### src/design/tspp_pkg.sv
// Package for the transport stream packet parser: record layout, codes,
// constants and small decode helpers. Depends on nothing.
`default_nettype none
package tspp_pkg;

  localparam int PID_BITS = 13;
  localparam int PID_SPACE = 8192;
  localparam int CFG_INDEX_BITS = 1;
  localparam int CFG_DATA_BITS = 16;

  localparam logic [7:0] SYNC_BYTE = 8'h47;
  localparam logic [7:0] PKT_LAST = 8'd187;
  localparam logic [15:0] PACKET_LIMIT_RESET = 16'd5000;
  localparam logic [3:0] PES_LIMIT_RESET = 4'd8;

  localparam logic [CFG_INDEX_BITS-1:0] CFG_PACKET_LIMIT = 1'd0;
  localparam logic [CFG_INDEX_BITS-1:0] CFG_PES_LIMIT = 1'd1;

  typedef enum logic [2:0] {
    KIND_HEADER = 3'd0,
    KIND_PAT    = 3'd1,
    KIND_PMT    = 3'd2,
    KIND_PES    = 3'd3,
    KIND_SYNC   = 3'd4
  } tspp_kind_t;

  typedef enum logic [1:0] {
    MODE_NONE = 2'd0,
    MODE_PAT  = 2'd1,
    MODE_PMT  = 2'd2
  } tspp_mode_t;

  typedef struct packed {
    tspp_kind_t    kind;
    logic [12:0]   pid;
    logic          unit_start;
    logic [15:0]   pkt_count;
    logic [15:0]   index;
    logic [15:0]   id;
    logic [12:0]   linked;
    logic          has_pts;
    logic [32:0]   pts;
    logic          has_dts;
    logic [32:0]   dts;
  } tspp_rec_t;

  typedef struct packed {
    logic                rd_en;
    logic [PID_BITS-1:0] rd_addr;
    logic                wr_en;
    logic [PID_BITS-1:0] wr_addr;
  } tspp_pid_req_t;

  // True unless the stream id is one whose PES header has no optional extension.
  function automatic logic pes_has_ext(input logic [7:0] sid);
    return !(sid == 8'hBC || sid == 8'hBE || sid == 8'hBF || sid == 8'hF0 ||
             sid == 8'hF1 || sid == 8'hF2 || sid == 8'hF8 || sid == 8'hFF);
  endfunction

  // 33-bit timestamp from the last five bytes, marker bits dropped.
  function automatic logic [32:0] ts_from_window(input logic [39:0] w);
    return {w[35:33], w[31:24], w[23:17], w[15:8], w[7:1]};
  endfunction

endpackage
`default_nettype wire

### src/design/tspp_outq.sv
// Two-entry record queue between the parser and the output channel.
// Depends on tspp_pkg.
`default_nettype none
module tspp_outq (
  input  wire                   clk,
  input  wire                   rst,
  input  wire                   push,
  input  tspp_pkg::tspp_rec_t   din,
  output logic                  space,
  output logic                  valid,
  input  wire                   ready,
  output tspp_pkg::tspp_rec_t   head
);

  tspp_pkg::tspp_rec_t q0, q1;
  logic [1:0] count;
  logic pop;

  assign pop   = valid && ready;
  assign valid = (count != 2'd0);
  assign space = (count != 2'd2);
  assign head  = q0;

  always_ff @(posedge clk) begin
    if (rst) begin
      count <= 2'd0;
    end else begin
      if (push && !pop) count <= count + 2'd1;
      else if (pop && !push) count <= count - 2'd1;
    end
  end

  always_ff @(posedge clk) begin
    if (push && !pop) begin
      if (count == 2'd0) q0 <= din;
      else q1 <= din;
    end else if (pop && !push) begin
      q0 <= q1;
    end else if (push && pop) begin
      if (count == 2'd1) begin
        q0 <= din;
      end else begin
        q0 <= q1;
        q1 <= din;
      end
    end
  end

endmodule
`default_nettype wire

### config.mk
export PLATFORM = sky130hd
export DESIGN_NAME = tspp_outq
export DESIGN_NICKNAME = d
export VERILOG_FILES = /design/src/design/tspp_pkg.sv /design/src/design/tspp_outq.sv
export SDC_FILE = /design/constraint.sdc
export NUM_CORES = 1
export LEC_CHECK = 0
export BUFFER_PORTS_ARGS = -buffer_cell sky130_fd_sc_hd__buf_2
export CORE_ASPECT_RATIO = 1.75
export CORE_UTILIZATION = 50
export DETAILED_ROUTE_END_ITERATION = 10
export MAX_ROUTING_LAYER = met4
export PLACE_DENSITY = 0.87
export REMOVE_ABC_BUFFERS = 1
export SLEW_MARGIN = 20
export SYNTH_ARGS = -nofsm -noshare
export SYNTH_HDL_FRONTEND = slang
export SYNTH_SLANG_ARGS = --single-unit
### constraint.sdc
create_clock -name clk -period 46.7 [get_ports clk]
set_input_delay 9.34 -clock clk [delete_from_list [all_inputs] [get_ports clk]]
set_output_delay 9.34 -clock clk [all_outputs]
set_load 0.005 [all_outputs]
==> results of run 1 <==
==> area by class of cell <==
class / instances / area share [%]
Multi-Input combinational cell: 752 / 26.0
Clock inverter: 12 / 0.350
Sequential cell: 294 / 56.0
Clock buffer: 37 / 4.54
Antenna cell: 20 / 0.318
Tap cell: 320 / 2.55
Timing Repair Buffer: 309 / 10.1
Inverter: 5 / 0.135
==> worst max-delay path, delay by kind of cell <==
kind	cells	cell delay [ns]
compound gates	2	0.57
buf+inv	3	1.53
simple gates	1	0.17
==> cell usage in the layout, fill, tap and decap left out, drive strengths merged <==
cell type / Yosys / layout
nor3: 1 / 1
dfxtp: 2 / 2
a22o: 1 / 1
o211ai: 146 / 146
ha: 4 / 4
mux2: 1 / 1
a21oi: 2 / 2
diode: 0 / 20
and2b: 21 / 21
a211oi: 2 / 2
nor3b: 1 / 1
clkbuf: 44 / 37
nand2: 294 / 294
inv: 5 / 5
clkinvlp: 0 / 1
buf: 53 / 309
edfxtp: 292 / 292
o21ai: 146 / 146
nor2: 4 / 4
nand2b: 1 / 1
clkinv: 0 / 11
nor2b: 126 / 126
a2111oi: 1 / 1
or3b: 1 / 1
==> synthesized netlist by cell type <==
library cell,instances,area [µm²]
inv_2,1,3.75
o211ai_1,146,1100
o21ai_0,143,716
clkbuf_1,44,165
edfxtp_1,292,8770
ha_1,4,50.1
a2111oi_1,1,10.0
nor2b_1,126,788
o21ai_1,3,15.0
inv_1,4,15.0
mux2_2,1,11.3
nor2_1,4,15.0
nand2_1,294,1100
a211oi_1,2,15.0
nor3b_2,1,12.5
buf_6,16,180
a22o_1,1,8.76
nor3_1,1,5.00
dfxtp_1,2,40.0
a21oi_1,2,10.0
or3b_4,1,11.3
and2b_1,21,158
buf_2,37,185
nand2b_1,1,6.26
==> state kept, by name (all words and copies together), names as in the netlist <==
name,cells
count,2
q1,146
head,146
==> worst paths after layout <==
check                           slack [ns]        end  depth (start not counted)
worst max register to register       43.23   head[98]                          7
worst min register to register        0.57  head[110]                          2
worst max-delay path                 35.17   head[98]                          6
worst min-delay path                  0.57  head[110]                          2
==> logic make-up (layout without fill, tap and decap cells) <==
logic type | count (synthesis) | after routing | share of synthesized area (%)
simple gates | 449 | 449 | 15.7
compound gates | 298 | 298 | 14.0
flops | 294 | 294 | 65.8
buf+inv | 102 | 363 | 4.10
fa+ha+maj | 4 | 4 | 0.374
mux | 1 | 1 | 0.0841
other cells | 0 | 20 | 0
==> metrics by stage <==
step	utilization, %	total power, mW	instance area, µm²
floorplan	-	0.469	12900
global placement	56.9	0.526	14900
detailed placement	56.9	0.533	14900
CTS	59.9	0.732	15700
global route	60.1	0.760	15700
finish	60.1	0.728	15700
==> power groups by stage <==
stage	clock network, mW	logic, mW	registers [mW]
2_1_floorplan	0	0.0815	0.388
3_3_place_gp	0	0.152	0.374
3_5_place_dp	0	0.158	0.376
4_1_cts	0.203	0.158	0.371
5_1_grt	0.213	0.172	0.375
6_report	0.200	0.157	0.371
==> per-layer routing <==
metal / vias to the layer above / track usage (%)
li1: 4637 / -
met1: 4862 / 29.4
met2: 542 / 40.5
met3: 127 / 3.79
met4: 0 / 16.8
met5: - / -
==> reports/qor.csv, run 1 <==
stage;metric;value;unit
clock_network;cts_root_buffer;clkbuf_16;
synth;synth-seq-cells;294;
floorplanning;rows;78;
synth;syn_area;0.0134;mm²
worst_hold_path;min_path_type;reg2reg;
placed_design;port_buffers;297;
synth;synth_cell_types;24;
route;drt-total-wl;34600;µm
final_layout;seq_area;0.00881;mm²
pwr;powerDensity;46.3;mW/mm²
worst_setup_path;cp_slowest_cell;buf_4;
timing;timing.final.crit_share;24.7;%
floorplanning;die_y;218;µm
final_layout;fillCellCount;2070;
route;drtIter0Drc;984;
timing;setup_viol;0;
worst_setup_path;critPathArrivalTime;11.78;ns
worst_hold_path;hp-start;q1[110];
final_layout;stdcell_count;1749;
placed_design;placedCellCount;1680;
clock_network;ctsHoldBuffers;0;
clock_network;cts_resized;0;
final_layout;nets;1543;
worst_setup_path;cpMostUsedCell;buf_4;
floorplanning;core;0.0262;mm²
worst_setup_path;critical_path_class;in2reg;
clock_network;cts_made_buffers;27;
clock_network;htree_levels;1;
clock_network;cts_buffer_depth;3;
floorplanning;die_w;126;µm
placed_design;dp_hpwl;20800;µm
clock_network;post-cts-setup-buffer-count;0;
route;ant_nets;0;
route;route.detailed.drc;0;
timing;holdWs;0.565;ns
grt;grt_pass1_wl;53000;µm
worst_setup_path;path_max_fanout;70;
worst_setup_path;cp-startpoint;ready;
worst_setup_path;cp_slowest_stage_delay;0.75;ns
synth;syn_inst;1148;
timing;max_slew_margin;26.8;%
route;drt-vias-per-instance;5.81;
final_layout;syn_to_final_growth;17.4;%
pwr;switching_share;28.7;%
grt;grt_pass1_vias;10200;
route;wl_met2;17300;µm
route;num_vias;10200;
pwr;power_switching;0.209;mW
route;wl_per_cell;19.8;µm
grt;globalRouteOverflowTotal;0;
floorplanning;die-area;0.0275;mm²
final_layout;multi_input_area;0.00408;mm²
pwr;leakage;5.90;nW
worst_setup_path;cp-start-kind;primary input;
placed_design;dp_slack;34.69;ns
worst_setup_path;cp.required;46.95;ns
route;met3_wirelength;2440;µm
timing;fin_crit;11.53;ns
clock_network;clk_latency;0.53;ns
timing;rsz0062_at_grt;false;
pwr;intPower;0.519;mW
timing;max_freq;86.7;MHz
clock_network;clkTransAtPathRegs;0.07;ns
pwr;clkPwrFrac;27.5;%
pwr;pwr-share-seq;50.9;%
pwr;max-vdd-ir-drop;0.0435;mV
timing;setup_tns;0;ns
timing;skew;0.0108;ns
job;max_cap_viol_count;0;
timing;worstMarginPinSlew;1.10;ns
placed_design;gp_congestion;0.825;
timing;worst_slack;35.17;ns
run_status;status;finished clean;
synth;synth_warnings;0;
grt;track_usage;25.2;%
clock_network;cts_sinks;294;
timing;drv_slew;0;
final_layout;drive_gt1_share;24.9;%
route;firstDrtPassIters;5;
pwr;comb_power_share;21.6;%
worst_setup_path;r2r_start;count[0];
floorplanning;io_pins;298;
floorplanning;start_util;51.2;%
route;met1_length;12700;µm
clock_network;tritoncts;yes;
grt;antenna_found_initial;20;
synth;seq_area_frac_synth;65.8;%
timing;report.final.hold_viol_count;0;
worst_setup_path;worstSetupEndpointType;flip-flop;
grt;grt_max_degree;119;
worst_setup_path;critical_path.cell_chain;buf_2, nand2b_1, a21oi_4, buf_4, buf_4, o211ai_1;
route;top_layer_used;met4;
synth;post_synth.cell_area_avg;11.7;µm²
Power figures use the tool's default switching activity.
==> inputs of run 2 (changes only) <==
clock period = 11.1 ns   (was 46.7 ns; I/O delays follow)
==> run 2 against run 1 <==
Effect of this change:
- total power grew to 4.3 times the previous value
- cell area is 0.67% higher
- via count is 1.4% lower
- first-iteration DRC count is 14% higher
- global-route usage is 0.62 points lower
- cell count is 0.23% lower
- sequential power grew to 4.2 times the previous value
- hold slack hardly changed
- clock skew is 0.015 ns higher
- critical endpoint is now head[0]
- count of clock-buffer cells in the layout is 8 lower
- die area stayed put
- register-to-register slack worse by 36 ns
==> reports/qor.csv, run 2 (synthesized netlist as in run 1, its figures left out) <==
stage;metric;value;unit;change
timing;skew;0.0258;ns;was 0.0108 ns
timing;timing.final.crit_share;41.3;%;
timing;setup_viol;0;;unchanged
run_status;status;finished clean;;unchanged
timing;fin_crit;4.58;ns;
pwr;power_switching;0.906;mW;was 0.209 mW
route;ant_nets;0;;unchanged
grt;globalRouteOverflowTotal;0;;unchanged
pwr;max-vdd-ir-drop;0.137;mV;was 0.0435 mV
floorplanning;start_util;51.2;%;unchanged
worst_setup_path;worstSetupEndpointType;flip-flop;;unchanged
worst_setup_path;cp-startpoint;push;;was ready
worst_hold_path;min_path_type;reg2reg;;unchanged
final_layout;drive_gt1_share;25.6;%;was 24.9%
pwr;switching_share;28.7;%;about the same
clock_network;cts_root_buffer;clkbuf_16;;unchanged
final_layout;layout_commonest_cell;buf_2;;unchanged
placed_design;dp_hpwl;20300;µm;was 20800 µm
pwr;pwr-share-seq;49.3;%;was 50.9%
floorplanning;die_y;218;µm;unchanged
floorplanning;die_w;126;µm;unchanged
clock_network;cts_sinks;294;;unchanged
grt;grt_pass1_vias;9729;;was 10200
worst_setup_path;r2r_cells;7;;unchanged
grt;track_usage;24.6;%;was 25.2%
grt;antenna_found_initial;16;;was 20
timing;report.final.hold_viol_count;0;;unchanged
final_layout;stdcell_count;1745;;was 1749
clock_network;clkTransAtPathRegs;0.07;ns;about the same
final_layout;nets;1543;;unchanged
route;drt-vias-per-instance;5.74;;was 5.81
pwr;clkPwrFrac;29.8;%;was 27.5%
pwr;comb_power_share;20.9;%;was 21.6%
worst_setup_path;rrSetupSlack;7.51;ns;was 43.23 ns
timing;worstMarginPinSlew;1.13;ns;was 1.10 ns
floorplanning;die-area;0.0275;mm²;unchanged
worst_setup_path;r2r_start;count[1];;was count[0]
pwr;leakage;5.95;nW;was 5.90 nW
clock_network;tritoncts;yes;;unchanged
timing;rsz0062_at_grt;false;;unchanged
clock_network;post-cts-setup-buffer-count;0;;unchanged
floorplanning;io_pins;298;;unchanged
clock_network;htree_levels;1;;unchanged
clock_network;cts_buffer_depth;3;;unchanged
final_layout;syn_to_final_growth;18.2;%;was 17.4%
timing;max_slew_margin;24.5;%;was 26.8%
worst_setup_path;critical_path_class;in2reg;;unchanged
route;wl_per_cell;19.6;µm;was 19.8 µm
route;drtIter0Drc;1118;;was 984
pwr;total_power;3.16;mW;was 0.728 mW
placed_design;placedCellCount;1680;;unchanged
placed_design;port_buffers;297;;unchanged
clock_network;clk_latency;0.56;ns;was 0.53 ns
grt;grt_pass1_wl;51300;µm;was 53000 µm
clock_network;cts_resized;0;;unchanged
job;max_cap_viol_count;0;;unchanged
final_layout;layout_common_cells;297 x buf_2, 293 x nand2_1, 292 x edfxtp_1, 146 x o211ai_1, 143 x o21ai_0;;unchanged
worst_setup_path;cp-start-kind;primary input;;unchanged
worst_setup_path;r2r-end;head[0];;was head[98]
worst_setup_path;critPathArrivalTime;4.97;ns;was 11.78 ns
clock_network;ctsHoldBuffers;0;;unchanged
route;num_vias;10000;;was 10200
grt;grt_max_degree;121;;was 119
floorplanning;core;0.0262;mm²;unchanged
worst_setup_path;path_max_fanout;74;;was 70
clock_network;cts_made_buffers;27;;unchanged
timing;drv_slew;0;;unchanged
pwr;powerDensity;200;mW/mm²;was 46.3 mW/mm²
placed_design;gp_congestion;0.822;;was 0.825
timing;max_freq;218;MHz;
worst_setup_path;cp.required;11.48;ns;was 46.95 ns
pwr;intPower;2.26;mW;was 0.519 mW
worst_setup_path;crit_path_end;head[0];;was head[98]
route;route.detailed.drc;0;;unchanged
route;firstDrtPassIters;5;;unchanged
route;drt-total-wl;34200;µm;was 34600 µm
floorplanning;rows;78;;unchanged
final_layout;fin_util;60.5;%;was 60.1%
-- run 2: worst min-delay path by stage --
stage / cells after the start / from / slack [ns] / to
after detailed placement: 2 / q1[14] / 0.56 / head[14]
after CTS: 2 / q1[136] / 0.57 / head[136]
final: 2 / q1[136] / 0.57 / head[136]
after global routing: 2 / q1[54] / 0.60 / head[54]
after floorplan: 2 / q1[121] / 0.54 / head[121]
after global placement: 2 / q1[128] / 0.55 / head[128]
-- run 2: power by group through the flow --
stage | combinational (mW) | clock, mW | sequential [mW]
floorplan | 0.343 | 0 | 1.63
global placement | 0.643 | 0 | 1.57
detailed placement | 0.664 | 0 | 1.58
CTS | 0.666 | 0.956 | 1.56
global route | 0.721 | 0.995 | 1.57
finish | 0.661 | 0.942 | 1.56
-- run 2: metal layers --
| metal | global-route usage, % | share of wire (%) |
|---|---|---|
| met4 | 14.9 | 5.3 |
| met1 | 28.2 | 37 |
| met5 | - | 0 |
| met2 | 41.0 | 51 |
| met3 | 3.33 | 6.7 |
-- run 2: critical path, stage by stage --
cell and delay, ns:
buf_2 0.18, nor3b_4 0.71, buf_4 0.63, buf_4 0.77, nand2_1 0.18, o211ai_1 0.15
-- run 2: area by class of cell --
type,count,area [µm²]
diodes,16,40.0
multi-input cells,752,4080
repair buffers,309,1580
fillers,2041,10300
well taps,320,400
inverters,5,21.3
clock inverters,20,200
flip-flops and latches,294,8810
clock buffers,29,683
-- run 2: through the flow --
step           TNS, ns  instance area [µm²]  hold slack (ns)  setup slack [ns]
2_1_floorplan  -588.44                12900            0.542             -4.03
3_3_place_gp         0                14900            0.545              6.08
3_5_place_dp         0                14900            0.561              6.04
4_1_cts              0                15800            0.566              6.57
5_1_grt              0                15800            0.596              6.42
6_report             0                15800            0.565              6.52
