==> config.mk <==
export PLATFORM = sky130hd
export DESIGN_NAME = tspp_core
export DESIGN_NICKNAME = d
export VERILOG_FILES = /design/src/design/tspp_pkg.sv /design/src/design/tspp_core.sv
export SDC_FILE = /design/constraint.sdc
export NUM_CORES = 2
export LEC_CHECK = 0
export BUFFER_PORTS_ARGS = -buffer_cell sky130_fd_sc_hd__buf_2
export CAP_MARGIN = 15
export CORE_ASPECT_RATIO = 0.9
export CORE_MARGIN = 8
export CORE_UTILIZATION = 49
export DETAILED_ROUTE_END_ITERATION = 10
export PLACE_DENSITY = 0.66
export SLEW_MARGIN = 20
export SYNTH_ARGS = -nofsm -noshare
export SYNTH_HDL_FRONTEND = slang
export SYNTH_SLANG_ARGS = --single-unit
==> constraint.sdc <==
create_clock -name clk -period 25.1 [get_ports clk]
set_clock_uncertainty 0.05 [all_clocks]
set_input_delay 2.51 -clock clk [delete_from_list [all_inputs] [get_ports clk]]
set_output_delay 2.51 -clock clk [all_outputs]
set_load 0.005 [all_outputs]
==> src/design/tspp_pkg.sv <==
// Package for the transport stream packet parser: record layout, codes,
// constants and small decode helpers. Depends on nothing.
`default_nettype none
package tspp_pkg;

  localparam int PID_BITS = 13;
  localparam int PID_SPACE = 8192;
  localparam int CFG_INDEX_BITS = 1;
  localparam int CFG_DATA_BITS = 16;

  localparam logic [7:0] SYNC_BYTE = 8'h47;
  localparam logic [7:0] PKT_LAST = 8'd187;
  localparam logic [15:0] PACKET_LIMIT_RESET = 16'd5000;
  localparam logic [3:0] PES_LIMIT_RESET = 4'd8;

  localparam logic [CFG_INDEX_BITS-1:0] CFG_PACKET_LIMIT = 1'd0;
  localparam logic [CFG_INDEX_BITS-1:0] CFG_PES_LIMIT = 1'd1;

  typedef enum logic [2:0] {
    KIND_HEADER = 3'd0,
    KIND_PAT    = 3'd1,
    KIND_PMT    = 3'd2,
    KIND_PES    = 3'd3,
    KIND_SYNC   = 3'd4
  } tspp_kind_t;

  typedef enum logic [1:0] {
    MODE_NONE = 2'd0,
    MODE_PAT  = 2'd1,
    MODE_PMT  = 2'd2
  } tspp_mode_t;

  typedef struct packed {
    tspp_kind_t    kind;
    logic [12:0]   pid;
    logic          unit_start;
    logic [15:0]   pkt_count;
    logic [15:0]   index;
    logic [15:0]   id;
    logic [12:0]   linked;
    logic          has_pts;
    logic [32:0]   pts;
    logic          has_dts;
    logic [32:0]   dts;
  } tspp_rec_t;

  typedef struct packed {
    logic                rd_en;
    logic [PID_BITS-1:0] rd_addr;
    logic                wr_en;
    logic [PID_BITS-1:0] wr_addr;
  } tspp_pid_req_t;

  // True unless the stream id is one whose PES header has no optional extension.
  function automatic logic pes_has_ext(input logic [7:0] sid);
    return !(sid == 8'hBC || sid == 8'hBE || sid == 8'hBF || sid == 8'hF0 ||
             sid == 8'hF1 || sid == 8'hF2 || sid == 8'hF8 || sid == 8'hFF);
  endfunction

  // 33-bit timestamp from the last five bytes, marker bits dropped.
  function automatic logic [32:0] ts_from_window(input logic [39:0] w);
    return {w[35:33], w[31:24], w[23:17], w[15:8], w[7:1]};
  endfunction

endpackage
`default_nettype wire

==> src/design/tspp_core.sv <==
// Per-byte parser: packet header, PAT/PMT sections, PES headers, program
// table and configuration. Depends on tspp_pkg; counters live in tspp_pidmem.
`default_nettype none
module tspp_core #(
  parameter int PROGRAM_SLOTS = 16,
  parameter int COUNT_BITS    = 16
) (
  input  wire                                   clk,
  input  wire                                   rst,
  input  wire                                   cfg_write,
  input  wire  [tspp_pkg::CFG_INDEX_BITS-1:0]   cfg_index,
  input  wire  [tspp_pkg::CFG_DATA_BITS-1:0]    cfg_data,
  input  wire                                   acc,
  input  wire  [7:0]                            data_byte,
  output tspp_pkg::tspp_pid_req_t               pid_req,
  output logic [COUNT_BITS+3:0]                 pid_wr_data,
  input  wire  [COUNT_BITS+3:0]                 pid_rd_data,
  output logic                                  push,
  output tspp_pkg::tspp_rec_t                   rec_out
);

  localparam int SLOT_BITS = (PROGRAM_SLOTS > 1) ? $clog2(PROGRAM_SLOTS) : 1;

  // configuration
  logic [15:0] packet_limit;
  logic [3:0]  pes_limit;

  // parser state
  logic [7:0]  pos, pos_next;
  logic        halted, halted_next;
  logic [15:0] seen, seen_next;
  logic [12:0] cur_pid, pid_next;
  logic        cur_us, us_next;
  logic [8:0]  pb, pb_next;
  logic [11:0] sl, sl_next;
  logic [8:0]  eb, eb_next;
  logic [39:0] win, win_next;
  logic [1:0]  flags, flags_next;
  logic [7:0]  sid, sid_next;
  logic [32:0] pts, pts_next;
  logic [32:0] dts, dts_next;
  logic        adapt, adapt_next;
  tspp_pkg::tspp_mode_t mode, mode_next;
  logic        tl, tl_next;
  logic [8:0]  sb, sb_next;
  logic [11:0] il, il_next;
  logic        pl, pl_next;
  logic        waiting, waiting_next;
  tspp_pkg::tspp_rec_t pes_rec, pes_rec_next;

  // working copy of this packet's counters
  logic                  fresh;
  logic [COUNT_BITS-1:0] pkt_cnt, rd_pkt, pkt_inc, eff_pkt;
  logic [3:0]            pes_cnt, rd_pes, eff_pes, pes_inc;
  logic                  pes_done;

  // program table
  logic [15:0] prog_num [PROGRAM_SLOTS];
  logic [12:0] prog_pmt [PROGRAM_SLOTS];
  logic        prog_valid [PROGRAM_SLOTS];
  logic        store_en;
  logic [15:0] store_prog;
  logic [12:0] store_pmt;
  logic                 hit, free_any, pmt_match;
  logic [SLOT_BITS-1:0] hit_idx, free_idx;
  logic [12:0]          full_pid;

  logic rd_issue;

  assign rd_pkt  = pid_rd_data[COUNT_BITS+3:4];
  assign rd_pes  = pid_rd_data[3:0];
  assign pkt_inc = (rd_pkt == '1) ? rd_pkt : rd_pkt + 1'b1;
  assign eff_pkt = fresh ? pkt_inc : pkt_cnt;
  assign eff_pes = fresh ? rd_pes : pes_cnt;
  assign pes_inc = (eff_pes == 4'hF) ? eff_pes : eff_pes + 4'd1;
  assign full_pid = {cur_pid[12:8], data_byte};
  assign rd_issue = acc && !halted && (pos == 8'd2);

  always_comb begin
    pid_req.rd_en   = rd_issue;
    pid_req.rd_addr = full_pid;
    pid_req.wr_en   = fresh || pes_done;
    pid_req.wr_addr = cur_pid;
    pid_wr_data     = fresh ? {pkt_inc, rd_pes} : {pkt_cnt, pes_inc};
  end

  // table lookups
  always_comb begin
    hit = 1'b0;
    hit_idx = '0;
    free_any = 1'b0;
    free_idx = '0;
    pmt_match = 1'b0;
    for (int i = PROGRAM_SLOTS - 1; i >= 0; i--) begin
      if (prog_valid[i] && prog_num[i] == store_prog) begin
        hit = 1'b1;
        hit_idx = SLOT_BITS'(i);
      end
      if (!prog_valid[i]) begin
        free_any = 1'b1;
        free_idx = SLOT_BITS'(i);
      end
      if (prog_valid[i] && prog_pmt[i] == full_pid) pmt_match = 1'b1;
    end
  end

  function automatic tspp_pkg::tspp_rec_t base_rec(input tspp_pkg::tspp_kind_t k);
    tspp_pkg::tspp_rec_t r;
    r = '0;
    r.kind = k;
    r.pid = cur_pid;
    r.unit_start = cur_us;
    r.index = seen;
    return r;
  endfunction

  always_comb begin
    logic [7:0]  b;
    logic [7:0]  off;
    logic [7:0]  d;
    logic [12:0] sum13;
    logic        fin;
    logic        have_main;
    logic        want_pts;
    logic        want_dts;
    tspp_pkg::tspp_rec_t main_rec;
    tspp_pkg::tspp_rec_t fin_rec;

    b = data_byte;
    off = '0;
    d = '0;
    sum13 = '0;
    fin = 1'b0;
    have_main = 1'b0;
    want_pts = 1'b0;
    want_dts = 1'b0;
    main_rec = '0;
    fin_rec = '0;

    pos_next = pos; halted_next = halted; seen_next = seen;
    pid_next = cur_pid; us_next = cur_us; pb_next = pb; sl_next = sl;
    eb_next = eb; win_next = win; flags_next = flags; sid_next = sid;
    pts_next = pts; dts_next = dts; adapt_next = adapt; mode_next = mode;
    tl_next = tl; sb_next = sb; il_next = il; pl_next = pl;
    waiting_next = waiting; pes_rec_next = pes_rec;
    push = 1'b0; rec_out = pes_rec;
    store_en = 1'b0; store_prog = '0; store_pmt = '0;

    if (acc && !halted) begin
      win_next = {win[31:0], b};
      pos_next = (pos >= tspp_pkg::PKT_LAST) ? 8'd0 : pos + 8'd1;
      if (pos == 8'd0) begin
        if (seen >= packet_limit) begin
          halted_next = 1'b1;
          push = waiting;
          waiting_next = 1'b0;
        end else if (b != tspp_pkg::SYNC_BYTE) begin
          halted_next = 1'b1;
          waiting_next = 1'b0;
          rec_out = '0;
          rec_out.kind = tspp_pkg::KIND_SYNC;
          rec_out.index = seen;
          push = 1'b1;
        end else begin
          push = waiting;
          waiting_next = 1'b0;
        end
      end else if (pos == 8'd1) begin
        us_next = b[6];
        pid_next = {b[4:0], 8'h00};
        pl_next = 1'b0;
        tl_next = 1'b0;
        push = waiting;
        waiting_next = 1'b0;
      end else if (pos == 8'd2) begin
        pid_next = full_pid;
        if (full_pid == 13'd0) mode_next = tspp_pkg::MODE_PAT;
        else if (pmt_match) mode_next = tspp_pkg::MODE_PMT;
        else mode_next = tspp_pkg::MODE_NONE;
        push = waiting;
        waiting_next = 1'b0;
      end else begin
        if (pos == 8'd3) begin
          adapt_next = b[5];
          pb_next = 9'd4;
          main_rec = base_rec(tspp_pkg::KIND_HEADER);
          main_rec.pkt_count = 16'(eff_pkt);
          have_main = 1'b1;
        end else if (pos == 8'd4 && adapt) begin
          pb_next = 9'd5 + {1'b0, b};
        end else if ({1'b0, pos} >= pb_next) begin
          off = pos - pb_next[7:0];
          if (off == 8'd0) begin
            sb_next = (b == 8'd0) ? {1'b0, pos} + 9'd1 : {1'b0, pos};
            tl_next = (mode == tspp_pkg::MODE_PAT && {1'b0, sb_next} + 10'd7 < 10'd188) ||
                      (mode == tspp_pkg::MODE_PMT && {1'b0, sb_next} + 10'd11 < 10'd188);
            pl_next = cur_us && ({1'b0, pb_next} + 10'd8 < 10'd188) && (b == 8'd0) &&
                      (eff_pes < pes_limit);
          end
          if (pl_next) begin
            if ((off == 8'd1 && b != 8'd0) || (off == 8'd2 && b != 8'd1)) begin
              pl_next = 1'b0;
            end else if (off == 8'd3) begin
              sid_next = b;
              pts_next = '0;
              dts_next = '0;
              flags_next = 2'b00;
            end else if (off == 8'd7) begin
              flags_next = b[7:6];
            end else if (off == 8'd8) begin
              want_pts = tspp_pkg::pes_has_ext(sid_next) &&
                         ({1'b0, pb_next} + 10'd13 < 10'd188) && flags_next[1];
              want_dts = want_pts && (flags_next == 2'b11) &&
                         ({1'b0, pb_next} + 10'd18 < 10'd188);
              flags_next = {want_pts, want_dts};
              fin = !want_pts;
            end else if (off == 8'd13 && flags_next[1]) begin
              pts_next = tspp_pkg::ts_from_window(win_next);
              fin = !flags_next[0];
            end else if (off == 8'd18 && flags_next[0]) begin
              dts_next = tspp_pkg::ts_from_window(win_next);
              fin = 1'b1;
            end
          end
          if (fin) begin
            fin_rec = base_rec(tspp_pkg::KIND_PES);
            fin_rec.id = {8'h00, sid_next};
            fin_rec.has_pts = flags_next[1];
            fin_rec.pts = pts_next;
            fin_rec.has_dts = flags_next[0];
            fin_rec.dts = dts_next;
            pl_next = 1'b0;
          end
          if (tl_next && {1'b0, pos} >= sb_next) begin
            d = pos - sb_next[7:0];
            if (d == 8'd1) begin
              sl_next = {b[3:0], 8'h00};
            end else if (d == 8'd2) begin
              sl_next = {sl_next[11:8], b};
              if (mode == tspp_pkg::MODE_PAT) eb_next = sb_next + 9'd8;
            end else if (mode == tspp_pkg::MODE_PMT && d == 8'd10) begin
              il_next = {b[3:0], 8'h00};
            end else if (mode == tspp_pkg::MODE_PMT && d == 8'd11) begin
              il_next = {il_next[11:8], b};
              sum13 = {4'b0, sb_next} + 13'd12 + {1'b0, il_next};
              eb_next = (sum13 > 13'd511) ? 9'd511 : sum13[8:0];
            end
            if (mode == tspp_pkg::MODE_PAT && d >= 8'd8) begin
              if ({1'b0, pos} == eb_next &&
                  !(({5'b0, pos} < {4'b0, sb_next} + {1'b0, sl_next}) &&
                    ({2'b0, pos} + 10'd3 < 10'd188)))
                tl_next = 1'b0;
              if (tl_next && {2'b0, pos} == {1'b0, eb_next} + 10'd3) begin
                eb_next = eb_next + 9'd4;
                if (win_next[31:16] != 16'd0) begin
                  store_en = 1'b1;
                  store_prog = win_next[31:16];
                  store_pmt = win_next[12:0];
                  main_rec = base_rec(tspp_pkg::KIND_PAT);
                  main_rec.id = win_next[31:16];
                  main_rec.linked = win_next[12:0];
                  have_main = 1'b1;
                end
              end
            end else if (mode == tspp_pkg::MODE_PMT && d >= 8'd12) begin
              if ({1'b0, pos} == eb_next &&
                  !(({5'b0, pos} + 13'd1 < {4'b0, sb_next} + {1'b0, sl_next}) &&
                    ({2'b0, pos} + 10'd4 < 10'd188)))
                tl_next = 1'b0;
              if (tl_next && {2'b0, pos} == {1'b0, eb_next} + 10'd4) begin
                main_rec = base_rec(tspp_pkg::KIND_PMT);
                main_rec.id = {8'h00, win_next[39:32]};
                main_rec.linked = win_next[28:16];
                have_main = 1'b1;
                sum13 = {4'b0, eb_next} + 13'd5 + {1'b0, win_next[11:0]};
                eb_next = (sum13 > 13'd511) ? 9'd511 : sum13[8:0];
              end
            end
          end
        end
        if (pos == tspp_pkg::PKT_LAST) begin
          if (seen != 16'hFFFF) seen_next = seen + 16'd1;
          pl_next = 1'b0;
          tl_next = 1'b0;
        end
        if (have_main) begin
          push = 1'b1;
          rec_out = main_rec;
          if (fin) begin
            pes_rec_next = fin_rec;
            waiting_next = 1'b1;
          end
        end else if (fin) begin
          push = 1'b1;
          rec_out = fin_rec;
          waiting_next = 1'b0;
        end else begin
          push = waiting;
          waiting_next = 1'b0;
        end
      end
    end
    pes_done = fin;
  end

  always_ff @(posedge clk) begin
    if (rst) begin
      packet_limit <= tspp_pkg::PACKET_LIMIT_RESET;
      pes_limit <= tspp_pkg::PES_LIMIT_RESET;
      pos <= '0; halted <= 1'b0; seen <= '0; cur_pid <= '0; cur_us <= 1'b0;
      pb <= 9'd4; sl <= '0; eb <= '0; win <= '0; flags <= '0; sid <= '0;
      pts <= '0; dts <= '0; adapt <= 1'b0; mode <= tspp_pkg::MODE_NONE;
      tl <= 1'b0; sb <= '0; il <= '0; pl <= 1'b0; waiting <= 1'b0;
      fresh <= 1'b0;
    end else begin
      if (cfg_write && cfg_index == tspp_pkg::CFG_PACKET_LIMIT)
        packet_limit <= cfg_data;
      if (cfg_write && cfg_index == tspp_pkg::CFG_PES_LIMIT)
        pes_limit <= cfg_data[3:0];
      pos <= pos_next; halted <= halted_next; seen <= seen_next;
      cur_pid <= pid_next; cur_us <= us_next; pb <= pb_next; sl <= sl_next;
      eb <= eb_next; win <= win_next; flags <= flags_next; sid <= sid_next;
      pts <= pts_next; dts <= dts_next; adapt <= adapt_next; mode <= mode_next;
      tl <= tl_next; sb <= sb_next; il <= il_next; pl <= pl_next;
      waiting <= waiting_next;
      fresh <= rd_issue;
    end
  end

  // payload registers: no reset
  always_ff @(posedge clk) begin
    pes_rec <= pes_rec_next;
    if (fresh) begin
      pkt_cnt <= pkt_inc;
      pes_cnt <= rd_pes;
    end else if (pes_done) begin
      pes_cnt <= pes_inc;
    end
    if (store_en) begin
      if (hit) begin
        prog_pmt[hit_idx] <= store_pmt;
      end else if (free_any) begin
        prog_num[free_idx] <= store_prog;
        prog_pmt[free_idx] <= store_pmt;
      end
    end
  end

  always_ff @(posedge clk) begin
    if (rst) begin
      for (int i = 0; i < PROGRAM_SLOTS; i++) prog_valid[i] <= 1'b0;
    end else if (store_en && !hit && free_any) begin
      prog_valid[free_idx] <= 1'b1;
    end
  end

endmodule
`default_nettype wire

==> metrics list <==
- Net load switching power: 0.764 mW
- Maximum count of clock buffers along a single path: 3
* Post-synthesis instance area: 0.0478 mm2
- Die Span X: 345 um
- Clock root buffer master: clkbuf_16
- Height of the die: 312 um
* Slowest stage delay, CP: 0.81 ns
- The share of total power dissipated in sequential elements is 0.478.
* Share of post-route cells with drive strength above 1: 0.137
- The worst setup path is of the reg -> out kind.
- Total CTS buffers: 91
- Final cycle utilization of the critical path: 0.630
- Post-synthesis compound-gate area fraction: 0.169
- # rows: 108
- IO Count: 244
- Setup violations, final: 0
* Post-Synth Simple-Gate Area: 0.167
- Class of the worst hold path: reg -> reg
- Final number of hold-violating endpoints: 0
- Max_cap viols: 0
- For this design, the sink count on the clock tree is 863.
- edfxtp_1 is the most common cell in the netlist.
* Actual transition at the worst max-transition pin: 1.27 ns
- Of the total synthesized cell area, the portion taken by full adders, half adders and majority gates is 0.0322.
- Post-CTS Resized: 0
- Detailed placement finished with a half-perimeter wire length of 107000 um.
* Number of antenna violations at the first check in global routing: 3
* Die ar.: 0.108 mm2
* Post-synth EDFFs: approximately 600
* Via count of the first global-routing pass: 37300
* Post-Syn Nets: 4923
- The worst-case IR drop observed on VDD is between 0.05 and 0.06 mV.
- Number of buffer cells added on primary ports: 243
- Counting flops and latches in the post-synthesis netlist gives 863.
- Total routing resource utilization after global routing: 0.288
- CTS tree: yes
* Sw Ratio: 0.239
- Fmax achieved: 0.0632 GHz
- Data required time at the worst endpoint: between 20 and 25 ns
- Among all flip-flop cells after synthesis, the most frequent one is edfxtp_1.
- 0 antenna diodes ended up in the layout.
* Number of buffer and inverter instances along the worst setup path: 6
- Dividing the detail-routed wire length by the instance count gives 26.4 um.
* Critical path arrival: 13.26 ns
* Area of the core region: about 0.097 mm2
- Of all cell types, the one taking the most synthesized area is edfxtp_1.
- Initial cell density of the core: 0.495
- After routing, the total negative slack on setup checks comes to 0 ns.
- Clk pwr share: 0.444
* Headroom to the max-slew limit: 0.133
- Layout Cell Area excl Fill: 0.0535 mm2
- Setup crit start kind: flop
- The smallest clock period supported by the final layout is computed as 15.82 ns.
- Fraction of registers with async set/reset: 0
* Placed Instance Area: 0.0503 mm2
- For this design, the CTS-stage hold fixing added 0 buffers.
- In the routed design, unresolved DRC markers number 0.
- The area growth from synthesis to layout is 11.7%.
* Setup fix buffers added after clock tree synthesis: 0
* Internal power contribution: 2.43 mW
* Mux cell area share after synthesis: 0.0204
- Number of vias after detailed routing: 39900
- On the critical path the largest part of the delay comes from compound AO/OA/AOI/OAI gates.
- Count of mapped cells out of synthesis: between 4000 and 5000
- CP endpoint kind: output port
* Mean Syn Cell Area: approximately 10 um2
- Routability cong.: 0.947
* Largest driver fanout on the critical path: 89
* Antenna Nets Post-Route: 0
- The H-tree generated during clock tree synthesis spans 3 levels.
- Post-layout net count: 5018
* Biggest area contributors in the synthesized netlist: edfxtp_1, dfxtp_1, xnor2_1
* Fraction of the yosys area taken by sequential cells: 0.490
* Power density over the cells: 59.8 mW/mm2
- The later pin in the worst-skew pair is clocked with a latency of 0.69 ns.
- After global routing the overflow that remains totals 0.
- Via density: 6.45
- The final count of pins violating max slew came to 0.
* Number of iterations in the first detailed-routing pass: 8
- Sorting the synthesized cells by how often they occur yields edfxtp_1, nor2_1, nand2_1, clkbuf_1, xnor2_1.
* RSZ-0062 raised after global routing: no
- Yosys printed 0 warnings.
* Dominant combinational cell family by area after synthesis: compound AO/OA/AOI/OAI gates
- The analysis attributes to cell leakage a power of roughly 17 nW.
* Clock edge transition at the registers on the reported setup and hold paths: 0.07 ns
* Slowest stage cell on the critical path: buf_4
- Number of distinct library cells after synthesis: ~110
- First-pass GRT wire length: 243000 um
- Of the total synthesized cell area, the portion taken by XOR and XNOR cells is 0.0817.
* Share of the synthesized area in the top cell type: 0.385
- Status: finished clean
- In this run, the number of DRC markers left after iteration 0 of detailed routing was approximately 4700.
- Entering global routing, the biggest net connects roughly 140 pins.
- Wires add up to roughly 160000 um.
- Part of the total power dissipated in combinational logic: 0.078
[area by class of cell]
| class | count | area [um2] |
|---|---|---|
| inverter | 116 | 435 |
| fill | 8356 | 43200 |
| sequential | 863 | 23400 |
| clock buffer | 127 | 2550 |
| multi-input combinational | 3419 | 22700 |
| tap | 1265 | 1580 |
| timing repair buffer | 358 | 2120 |
| clock inverter | 41 | 582 |
[power by group through the flow]
stage / clock network (mW) / registers [mW] / logic, mW
3_5_place_dp: 0 / 1.56 / 0.246
4_1_cts: 1.43 / 1.53 / 0.248
5_1_grt: 1.49 / 1.53 / 0.267
6_report: 1.42 / 1.53 / 0.249
3_3_place_gp: 0 / 1.56 / 0.244
2_1_floorplan: 0 / 1.55 / 0.141
[cells in the final DEF (no fill, tap or decap), types with 83 or more instances in the layout]
cell / count
buf_4: 113
nor4_1: 83
clkbuf_16: 92
a31oi_1: 85
a21oi_1: 221
nor2_1: 449
a22oi_1: 164
nand3_1: 109
dfxtp_1: 233
nor3_1: 102
inv_1: 113
xnor2_1: 271
ha_1: 115
buf_2: 242
xor2_1: 167
o21ai_0: 252
edfxtp_1: 614
nand2_1: 371
[worst register-to-register path: cells and delay by family, from the launching register on]
family	cells	cell delay (ns)
AO/OA/AOI/OAI	15	4.61
XOR/XNOR	1	0.22
adder cells (fa/ha/maj)	4	1.40
buffers and inverters	6	1.51
flip-flops	1	0.66
multiplexers	1	0.16
AND/OR/NAND/NOR	12	5.34
[stage by stage]
stage | util | hold WS, ns | setup WS (ns) | instances | power [mW]
final | 0.553 | 0.407 | 9.28 | 6189 | 3.19
after global routing | 0.553 | 0.417 | 8.64 | 6189 | 3.28
after CTS | 0.553 | 0.405 | 9.46 | 6188 | 3.20
after detailed placement | 0.520 | 0.397 | 9.60 | 6020 | 1.80
after global placement | 0.520 | 0.393 | 9.79 | 6019 | 1.80
after floorplan | - | 0.385 | 6.04 | 4754 | 1.69
[kinds of logic after synthesis]
logic type	after synthesis
compound gates	1177
fa+ha+maj	120
simple gates	1588
flops	863
xor+xnor	442
mux	92
buf+inv	472
[flip-flops by register name, summed over array words and instances (netlist names), 4 cells and up]
signal,count
seen,16
prog_num,256
prog_pmt,208
pes_cnt,4
sl,12
sid,8
sb,9
pes_limit,4
dts,33
pkt_cnt,16
cur_pid,13
prog_valid,16
pes_rec,146
pb,9
eb,9
pos,8
pts,33
win,32
il,4
packet_limit,16
[final timing paths]
path | start | end | slack (ns) | cells after the start
max reg2reg | pos[0]$_SDFFE_PP0P_ | prog_pmt[2][4]$_DFFE_PP_ | 10.78 | 39
max | pos[0]$_SDFFE_PP0P_ | rec_out[99] | 9.28 | 35
min | packet_limit[13]$_SDFFE_PP0P_ | packet_limit[13]$_SDFFE_PP0P_ | 0.41 | 2
min reg2reg | packet_limit[13]$_SDFFE_PP0P_ | packet_limit[13]$_SDFFE_PP0P_ | 0.41 | 2
[metal layers]
layer  track usage  up-vias  wire, um
met1         0.404    19600     68900
li1              -    17900         -
met4         0.104        4      6590
met2         0.451     2111     72000
met3        0.0483      374     15600
met5             0        -        27
No activity file was read; power rests on OpenSTA's default activity.
